File: src/rtl/core/sfdl_pkg.sv
// Shared constants and types for the status frame deframer and link watchdog.
`timescale 1ns / 1ps

package sfdl_pkg;

  // Frame layout: sync, length, payload bytes, XOR checksum.
  localparam logic [7:0] SYNC_MARK     = 8'hAA;
  localparam int         PAYLOAD_LEN   = 7;
  localparam int         POS_W         = 3;
  localparam logic [7:0] LEN_BYTE      = 8'(PAYLOAD_LEN);

  // Watchdog widths and limits.
  localparam int          TIMEOUT_W     = 16;
  localparam int          SILENCE_W     = 17;
  localparam logic [15:0] TIMEOUT_RESET = 16'd2000;
  localparam logic [16:0] SILENCE_MAX   = 17'h1FFFF;

  // Input item kinds carried on tuser.
  localparam logic CMD_BYTE = 1'b0;
  localparam logic CMD_TICK = 1'b1;

  // Held indicator bytes, mode_0 in the lowest byte.
  typedef logic [PAYLOAD_LEN-1:0][7:0] modes_t;

  // Per-beat outcome of the frame parser.
  typedef struct packed {
    logic   frame_ok;
    modes_t modes;
  } parse_result_t;

endpackage

File: src/rtl/core/sfdl_parser.sv
// Frame parser: hunts for sync, checks length and XOR checksum, holds the mode bytes.
`timescale 1ns / 1ps

module sfdl_parser (
  input  logic                   clk,
  input  logic                   rst,
  input  logic                   byte_step,
  input  logic [7:0]             data_byte,
  output sfdl_pkg::parse_result_t result
);

  typedef enum logic [1:0] {
    PH_HUNT,
    PH_LEN,
    PH_BODY,
    PH_CHECK
  } phase_t;

  phase_t                     phase, phase_next;
  logic [sfdl_pkg::POS_W-1:0] byte_position, byte_position_next;
  logic [7:0]                 running_xor, running_xor_next;
  logic [7:0]                 pending [sfdl_pkg::PAYLOAD_LEN];
  sfdl_pkg::modes_t           held_modes;
  logic                       good;
  logic                       pending_we;
  logic [sfdl_pkg::POS_W-1:0] pos_inc;

  assign pos_inc = byte_position + sfdl_pkg::POS_W'(1);

  // Next-state decode for one received byte.
  always_comb begin
    phase_next         = phase;
    byte_position_next = byte_position;
    running_xor_next   = running_xor;
    good               = 1'b0;
    pending_we         = 1'b0;
    unique case (phase)
      PH_HUNT: begin
        if (data_byte == sfdl_pkg::SYNC_MARK) begin
          phase_next = PH_LEN;
        end
      end
      PH_LEN: begin
        if (data_byte == sfdl_pkg::LEN_BYTE) begin
          phase_next         = PH_BODY;
          byte_position_next = '0;
          running_xor_next   = '0;
        end else if (data_byte == sfdl_pkg::SYNC_MARK) begin
          phase_next = PH_LEN;
        end else begin
          phase_next = PH_HUNT;
        end
      end
      PH_BODY: begin
        pending_we         = (byte_position < sfdl_pkg::POS_W'(sfdl_pkg::PAYLOAD_LEN));
        running_xor_next   = running_xor ^ data_byte;
        byte_position_next = pos_inc;
        if (pos_inc >= sfdl_pkg::POS_W'(sfdl_pkg::PAYLOAD_LEN)) begin
          phase_next = PH_CHECK;
        end
      end
      PH_CHECK: begin
        good               = (data_byte == running_xor);
        phase_next         = PH_HUNT;
        byte_position_next = '0;
      end
      default: begin
        phase_next = PH_HUNT;
      end
    endcase
  end

  // Parser state.
  always_ff @(posedge clk) begin
    if (rst) begin
      phase         <= PH_HUNT;
      byte_position <= '0;
      running_xor   <= '0;
      held_modes    <= '0;
    end else if (byte_step) begin
      phase         <= phase_next;
      byte_position <= byte_position_next;
      running_xor   <= running_xor_next;
      if (good) begin
        for (int i = 0; i < sfdl_pkg::PAYLOAD_LEN; i++) begin
          held_modes[i] <= pending[i];
        end
      end
    end
  end

  // Payload bytes of the frame in progress; every entry is written before use.
  always_ff @(posedge clk) begin
    if (byte_step && pending_we) begin
      pending[byte_position] <= data_byte;
    end
  end

  // Outcome of this beat, with the modes as they stand after it.
  always_comb begin
    result.frame_ok = byte_step && good;
    result.modes    = held_modes;
    if (byte_step && good) begin
      for (int i = 0; i < sfdl_pkg::PAYLOAD_LEN; i++) begin
        result.modes[i] = pending[i];
      end
    end
  end

  // The checksum phase is only reached once all payload bytes are in.
  a_check_pos: assert property (@(posedge clk) disable iff (rst)
    phase == PH_CHECK |-> byte_position == sfdl_pkg::POS_W'(sfdl_pkg::PAYLOAD_LEN))
    else $error("checksum phase with incomplete payload");

  // A good frame always sends the parser back to hunting.
  a_good_hunt: assert property (@(posedge clk) disable iff (rst)
    result.frame_ok |=> phase == PH_HUNT)
    else $error("parser did not return to hunt after a good frame");

  // The held modes change only on a good frame.
  a_modes_hold: assert property (@(posedge clk) disable iff (rst)
    !result.frame_ok |=> $stable(held_modes))
    else $error("held modes changed without a good frame");

endmodule

File: src/rtl/core/sfdl_watchdog.sv
// Link watchdog: saturating silence counter against the programmed timeout.
`timescale 1ns / 1ps

module sfdl_watchdog (
  input  logic                           clk,
  input  logic                           rst,
  input  logic                           timeout_we,
  input  logic [sfdl_pkg::TIMEOUT_W-1:0] timeout_wdata,
  input  logic                           tick_step,
  input  logic                           frame_good,
  output logic                           link_lost
);

  logic [sfdl_pkg::TIMEOUT_W-1:0] timeout_ms;
  logic [sfdl_pkg::SILENCE_W-1:0] silence_count, silence_count_next;

  // Count ticks up to saturation; a good frame clears the count.
  always_comb begin
    silence_count_next = silence_count;
    if (tick_step && (silence_count < sfdl_pkg::SILENCE_MAX)) begin
      silence_count_next = silence_count + sfdl_pkg::SILENCE_W'(1);
    end else if (frame_good) begin
      silence_count_next = '0;
    end
  end

  assign link_lost = silence_count_next > {1'b0, timeout_ms};

  // Timeout register and silence counter.
  always_ff @(posedge clk) begin
    if (rst) begin
      timeout_ms    <= sfdl_pkg::TIMEOUT_RESET;
      silence_count <= '0;
    end else begin
      if (timeout_we) begin
        timeout_ms <= timeout_wdata;
      end
      silence_count <= silence_count_next;
    end
  end

  // A good frame leaves the counter at zero.
  a_clear: assert property (@(posedge clk) disable iff (rst)
    frame_good |=> silence_count == '0)
    else $error("silence count not cleared by a good frame");

  // A tick below saturation advances the counter by exactly one.
  a_step: assert property (@(posedge clk) disable iff (rst)
    tick_step && silence_count < sfdl_pkg::SILENCE_MAX
      |=> silence_count == $past(silence_count) + sfdl_pkg::SILENCE_W'(1))
    else $error("silence count did not advance on a tick");

  // Without a tick or a good frame the counter holds.
  a_hold: assert property (@(posedge clk) disable iff (rst)
    !tick_step && !frame_good |=> $stable(silence_count))
    else $error("silence count moved without cause");

endmodule

File: src/rtl/core/status_frame_deframer_link_watchdog_unit.sv
// Top level: input register, parser and watchdog, and the result register.
`timescale 1ns / 1ps

// Deframes status frames (sync 0xAA, length 7, seven mode bytes, XOR checksum)
// from a byte stream interleaved with millisecond ticks, and flags link loss
// when more ticks than timeout_ms pass without a good frame. Every input beat
// gives exactly one output beat carrying frame_ok, link_lost and the seven
// held mode bytes. The block takes one beat per clock cycle unless m_tready
// holds the output back; each beat passes an input register and then a result
// register before its result is offered on the output. The parser and counter
// update between those registers sets that rate. timeout_ms resets
// to 2000 and should be written only while no beat is in flight.
module status_frame_deframer_link_watchdog_unit (
  input  logic        clk,
  input  logic        rst,
  // Timeout register write
  input  logic        timeout_we,
  input  logic [15:0] timeout_wdata,
  // Input stream
  input  logic        s_tvalid,
  output logic        s_tready,
  input  logic [7:0]  s_tdata,   // [7:0] data_byte
  input  logic        s_tuser,   // [0] command: 0 byte, 1 tick
  // Result stream
  output logic        m_tvalid,
  input  logic        m_tready,
  output logic [55:0] m_tdata,   // [7:0] mode_0 up to [55:48] mode_6
  output logic [1:0]  m_tuser    // [0] frame_ok, [1] link_lost
);

  logic                    in_valid;
  logic                    in_cmd;
  logic [7:0]              in_byte;
  logic                    out_valid;
  logic                    advance;
  logic                    step;
  logic                    byte_step;
  logic                    tick_step;
  logic                    link_lost;
  sfdl_pkg::parse_result_t parse_res;

  // Pipeline handshake: the input register moves on whenever the result slot frees.
  assign advance   = !out_valid || m_tready;
  assign s_tready  = !in_valid || advance;
  assign step      = in_valid && advance;
  assign byte_step = step && (in_cmd == sfdl_pkg::CMD_BYTE);
  assign tick_step = step && (in_cmd == sfdl_pkg::CMD_TICK);

  // Input register.
  always_ff @(posedge clk) begin
    if (rst) begin
      in_valid <= 1'b0;
    end else if (s_tready) begin
      in_valid <= s_tvalid;
    end
  end

  always_ff @(posedge clk) begin
    if (s_tready && s_tvalid) begin
      in_cmd  <= s_tuser;
      in_byte <= s_tdata;
    end
  end

  sfdl_parser u_parser (
    .clk       (clk),
    .rst       (rst),
    .byte_step (byte_step),
    .data_byte (in_byte),
    .result    (parse_res)
  );

  sfdl_watchdog u_watchdog (
    .clk           (clk),
    .rst           (rst),
    .timeout_we    (timeout_we),
    .timeout_wdata (timeout_wdata),
    .tick_step     (tick_step),
    .frame_good    (parse_res.frame_ok),
    .link_lost     (link_lost)
  );

  // Result register.
  always_ff @(posedge clk) begin
    if (rst) begin
      out_valid <= 1'b0;
    end else if (advance) begin
      out_valid <= in_valid;
    end
  end

  always_ff @(posedge clk) begin
    if (step) begin
      m_tdata <= parse_res.modes;
      m_tuser <= {link_lost, parse_res.frame_ok};
    end
  end

  assign m_tvalid = out_valid;

  // A good frame clears the silence count, so it never reports link loss.
  a_ok_not_lost: assert property (@(posedge clk) disable iff (rst)
    m_tvalid && m_tuser[0] |-> !m_tuser[1])
    else $error("good frame reported together with link loss");

  // Back-pressure only arises from a full pipeline with a stalled output.
  a_ready: assert property (@(posedge clk) disable iff (rst)
    !s_tready |-> in_valid && out_valid && !m_tready)
    else $error("input stalled with room in the pipeline");

  // A tick never reports a completed frame.
  a_tick_no_frame: assert property (@(posedge clk) disable iff (rst)
    tick_step |=> !m_tuser[0])
    else $error("frame reported for a tick");

endmodule
File: config.mk
export PLATFORM = sky130hd
export DESIGN_NAME = status_frame_deframer_link_watchdog_unit
export DESIGN_NICKNAME = d
export VERILOG_FILES = /design/src/rtl/core/sfdl_pkg.sv /design/src/rtl/core/sfdl_parser.sv /design/src/rtl/core/sfdl_watchdog.sv /design/src/rtl/core/status_frame_deframer_link_watchdog_unit.sv
export SDC_FILE = /design/constraint.sdc
export NUM_CORES = 1
export LEC_CHECK = 0
export ABC_AREA = 1
export BUFFER_PORTS_ARGS = -buffer_cell sky130_fd_sc_hd__buf_2
export CORE_ASPECT_RATIO = 0.9
export CORE_MARGIN = 2
export CORE_UTILIZATION = 30
export CTS_BUF_LIST = sky130_fd_sc_hd__clkbuf_2
export CTS_CLUSTER_SIZE = 8
export DETAILED_ROUTE_END_ITERATION = 10
export SLEW_MARGIN = 25
export SYNTH_ARGS = -nofsm -noshare
export SYNTH_HDL_FRONTEND = slang
export SYNTH_HIERARCHICAL = 1
export SYNTH_SLANG_ARGS = --single-unit
export TNS_END_PERCENT = 20
File: constraint.sdc
create_clock -name clk -period 4.9 [get_ports clk]
set_clock_uncertainty 0.1 [all_clocks]
set_input_delay 0.245 -clock clk [delete_from_list [all_inputs] [get_ports clk]]
set_output_delay 0.245 -clock clk [all_outputs]
set_load 0.02 [all_outputs]
==> metrics.log <==
INFO  metric worst_slew_margin_rel = 46.6%
INFO  metric yosysSeqAreaShare = 59.5%
INFO  metric timing.setup.tns = 0 ns
INFO  metric critical_path.max_fanout = 18
INFO  metric syn-num-nets = 1137
INFO  metric grt_setup_unrepaired = false
INFO  metric ranking_of_synthesized_cells_by_instance_count = 264 x sky130_fd_sc_hd__inv_1, 246 x sky130_fd_sc_hd__nand2_1, 123 x sky130_fd_sc_hd__edfxtp_1, 104 x sky130_fd_sc_hd__dfxtp_1, 97 x sky130_fd_sc_hd__nor2_1
INFO  metric endpoint_kind = flip-flop
INFO  metric placement.setup.worst_slack = 1.31 ns
INFO  metric synth_largest_type_area_fraction = 38.0%
INFO  metric required_time_of_the_critical_path = 5.43 ns
INFO  metric routabilityCongestion = 0.821
INFO  metric min-delay-path-class = in2reg
INFO  metric numCtsBuffers = 56
INFO  metric worstHoldStart = s_tdata[4]
INFO  metric syn_inst = 1088
INFO  metric cts_root_buf = sky130_fd_sc_hd__clkbuf_2
INFO  metric drcViolationCount = 0
INFO  metric whs_endpoint = in_byte[4]
INFO  metric regToRegEndpoint = m_tuser[1]
INFO  metric finalCriticalPeriod = 3.63 ns
INFO  metric min_path_cells = 2
INFO  metric grt_max_degree = 89
INFO  metric holdWs = approximately 0.13 ns
INFO  metric drive_gt1_share = 16.4%
INFO  metric slew_viol_final = 0
INFO  metric clock-sinks = ~230
INFO  metric die-width = 194 um
INFO  metric multiInputGateArea = ~0.0027 mm2
INFO  metric floorplan.die.height = 175 um
INFO  metric initial_core_util = 30.5%
INFO  metric cts_clk_pin_slew_worst_paths = 0.10 ns
INFO  metric grt-ovfl-total = 0
INFO  metric rr_worst_depth = 23
INFO  metric run_status = completed
INFO  metric place.detailed.hpwl = 13300 um
INFO  metric area_taken_by_flip_flops_and_latches = between 0.005 and 0.006 mm2
INFO  metric synthToLayoutAreaGrowth = 22.0%
INFO  metric n_fill_cell = 3204
INFO  metric cp.arrival = ~4.2 ns
INFO  metric ys_ff_latch = 227
INFO  metric power.density = 308 mW/mm2
INFO  metric post-route-worst-setup-slack = between 1 and 1.5 ns
INFO  metric placedCellCount = 1561
INFO  metric synth_warnings = 6
INFO  metric timing.final.hold_violations = 0
INFO  metric tritoncts = built
INFO  metric vdd_ir_drop_max = roughly 0.12 mV
INFO  metric synthesis.area = around 0.01 mm2
INFO  metric dieArea = approximately 0.034 mm2
INFO  metric syn-mean-instance-area = around 8.9 um2
INFO  metric boundaryPins = 90
INFO  metric wire_per_inst = 12.4 um
INFO  metric global_route.usage.total = 12.9%
INFO  metric drt_pre_antenna_iters = 5
INFO  metric final_cells = roughly 1700
INFO  metric grt_pass1_vias = ~7300
INFO  metric cts_buffer_depth = 3
INFO  metric most_frequently_used_cell_type_in_the_post_synthesis_netlist = sky130_fd_sc_hd__inv_1
INFO  metric std_cell_rows = 62
INFO  metric regToRegStartpoint = m_tvalid
INFO  metric detail-route-antenna-nets = 0
INFO  metric dr.first_iter.drc_count = between 300 and 400
INFO  metric dr_total_vias = ~7400
INFO  metric yosys.cell_types.count = 33
INFO  metric yosys-top-cells-area = sky130_fd_sc_hd__edfxtp_1 38%, sky130_fd_sc_hd__dfxtp_1 21%, sky130_fd_sc_hd__inv_1 10%, sky130_fd_sc_hd__nand2_1 9.5%, sky130_fd_sc_hd__nand4_1 3.8%
INFO  metric synthDominantAreaCellType = sky130_fd_sc_hd__edfxtp_1
INFO  metric placement.io_buffers = 89
INFO  metric yosys_most_used_dff = sky130_fd_sc_hd__edfxtp_1
INFO  metric route.final.wire_length = about 22000 um
INFO  metric critPathKind = reg2reg
INFO  metric cap_viol_max_count = 0
INFO  metric insertion_delay = ~0.87 ns
INFO  metric power.leakage = 0.00581 uW
INFO  metric synth_enable_flop_cells = 123
INFO  metric worst_reg2reg_setup_slack = 1.27 ns
INFO  metric antenna_violations_before_repair = 1
INFO  metric core_region_area = approximately 0.032 mm2
INFO  metric post-route-period-util = about three quarters
INFO  metric nNetsFinal = 1328
INFO  metric max_clock_freq = about 280 MHz
INFO  metric first_pass_grt_wire_length = 35900 um
INFO  metric worst_slew_pin_slew = around 0.80 ns
INFO  metric setup_viol = 0
INFO  metric clock_tree.htree_level_count = 2
INFO  metric synth-async-reset-ratio = 0%
INFO  metric avgViaCountPerCell = 4.23
INFO  metric critPathLaunchType = flip-flop
[layer usage]
metal / track usage [%] / wire length (um) / vias to the layer above
li1: - / - / 3803
met1: 16.7 / 10000 / 3322
met2: 20.9 / 9760 / 204
met3: 3.22 / 1370 / 46
met4: 4.61 / 418 / 0
met5: 0 / 0 / -
[worst max path at each step]
stage / from / depth (start not counted) / slack (ns) / endpoint
floorplan: in_byte[5] / 23 / 1.76 / m_tuser[1]
global placement: m_tready / 25 / 1.38 / m_tuser[1]
detailed placement: m_tready / 25 / 1.31 / m_tuser[1]
CTS: m_tvalid / 23 / 1.32 / m_tuser[1]
global route: m_tvalid / 23 / 0.89 / m_tuser[1]
finish: m_tvalid / 23 / 1.27 / m_tuser[1]
[logic make-up after synthesis]
group | count (synthesis) | synth area share [%]
xor gates and xnor gates | 19 | 1.71
and+or+nand+nor | 446 | 20.0
buffers and inverters | 306 | 12.6
AOI/OAI and AO/OA | 71 | 3.75
DFF | 227 | 59.5
adders and majority gates | 19 | 2.45
[cell usage in the layout (no fill, tap or decap), types with 7 or more instances in the layout]
cell type	netlist	layout
sky130_fd_sc_hd__buf_4	5	8
sky130_fd_sc_hd__dlygate4sd3_1	0	75
sky130_fd_sc_hd__nor2_1	97	95
sky130_fd_sc_hd__o21ai_0	26	26
sky130_fd_sc_hd__nand3_1	17	16
sky130_fd_sc_hd__dfxtp_1	104	104
sky130_fd_sc_hd__a21oi_1	35	35
sky130_fd_sc_hd__inv_1	264	263
sky130_fd_sc_hd__nor3_1	12	12
sky130_fd_sc_hd__ha_1	19	19
sky130_fd_sc_hd__nand2_1	246	246
sky130_fd_sc_hd__o21ai_1	7	7
sky130_fd_sc_hd__edfxtp_1	123	123
sky130_fd_sc_hd__nand4_1	59	59
sky130_fd_sc_hd__buf_2	12	89
sky130_fd_sc_hd__xor2_1	17	17
sky130_fd_sc_hd__clkbuf_2	0	98
[state kept, by name, summed over array words and instances, names as in the netlist, named ones only]
| name | flops |
|---|---|
| m_tvalid | 1 |
| u_watchdog/silence_count | 17 |
| m_tdata | 56 |
| in_byte | 8 |
| u_parser/running_xor | 8 |
| in_cmd | 1 |
| u_parser/byte_position | 3 |
| u_parser/held_modes | 56 |
| m_tuser | 2 |
| u_parser/phase | 1 |
| in_valid | 1 |
| u_parser/pending | 56 |
| u_watchdog/timeout_ms | 16 |
[critical path: stages, from the launching register on]
cell and delay [ns]:
sky130_fd_sc_hd__dfxtp_1 0.36, sky130_fd_sc_hd__nand2_1 0.10, sky130_fd_sc_hd__nand2_1 0.10, sky130_fd_sc_hd__nor2_1 0.50, sky130_fd_sc_hd__nand2_2 0.15, sky130_fd_sc_hd__nor3_1 0.20, sky130_fd_sc_hd__nand3b_1 0.10, sky130_fd_sc_hd__inv_1 0.43
sky130_fd_sc_hd__o21ai_0 0.18, sky130_fd_sc_hd__nand2_1 0.12, sky130_fd_sc_hd__inv_1 0.05, sky130_fd_sc_hd__ha_1 0.28, sky130_fd_sc_hd__nand2_1 0.07, sky130_fd_sc_hd__inv_1 0.05, sky130_fd_sc_hd__nand2_1 0.07, sky130_fd_sc_hd__nor2_1 0.06
sky130_fd_sc_hd__a21oi_1 0.11, sky130_fd_sc_hd__nand2_1 0.06, sky130_fd_sc_hd__nand2_1 0.05, sky130_fd_sc_hd__nand2_1 0.04, sky130_fd_sc_hd__nand2_1 0.05, sky130_fd_sc_hd__nand2_1 0.04, sky130_fd_sc_hd__nand2_1 0.05, sky130_fd_sc_hd__nand2_1 0.05
[power by group]
group | leakage, uW | internal (uW) | switching (uW)
logic | 0.00339 | 111 | 164
registers | 0.00200 | 2040 | 30.8
clock network | 0.000428 | 529 | 772
[metrics by stage]
step | cell area [um2] | utilization (%) | total power (uW)
floorplan | 9710 | - | 2250
global placement | 10500 | 33.0 | 2330
detailed placement | 10500 | 33.0 | 2340
CTS | 11800 | 37.1 | 3710
global route | 11900 | 37.2 | 3860
finish | 11900 | 37.2 | 3650
[layout make-up]
| cell class | instances | share of cell area, % |
|---|---|---|
| inverter | 266 | 8.45 |
| clock inverter | 7 | 0.370 |
| antenna | 1 | 0.0211 |
| clock buffer | 98 | 4.14 |
| multi-input combinational | 555 | 23.1 |
| timing repair buffer | 173 | 10.8 |
| tap | 416 | 4.39 |
| sequential | 227 | 48.7 |
[timing repair]
item,CTS,global route
endpoints found under the hold margin,40,0
setup buffers,0,0
hold buffers,75,0
resized for setup,0,0
No activity file was read; power rests on OpenSTA's default activity.
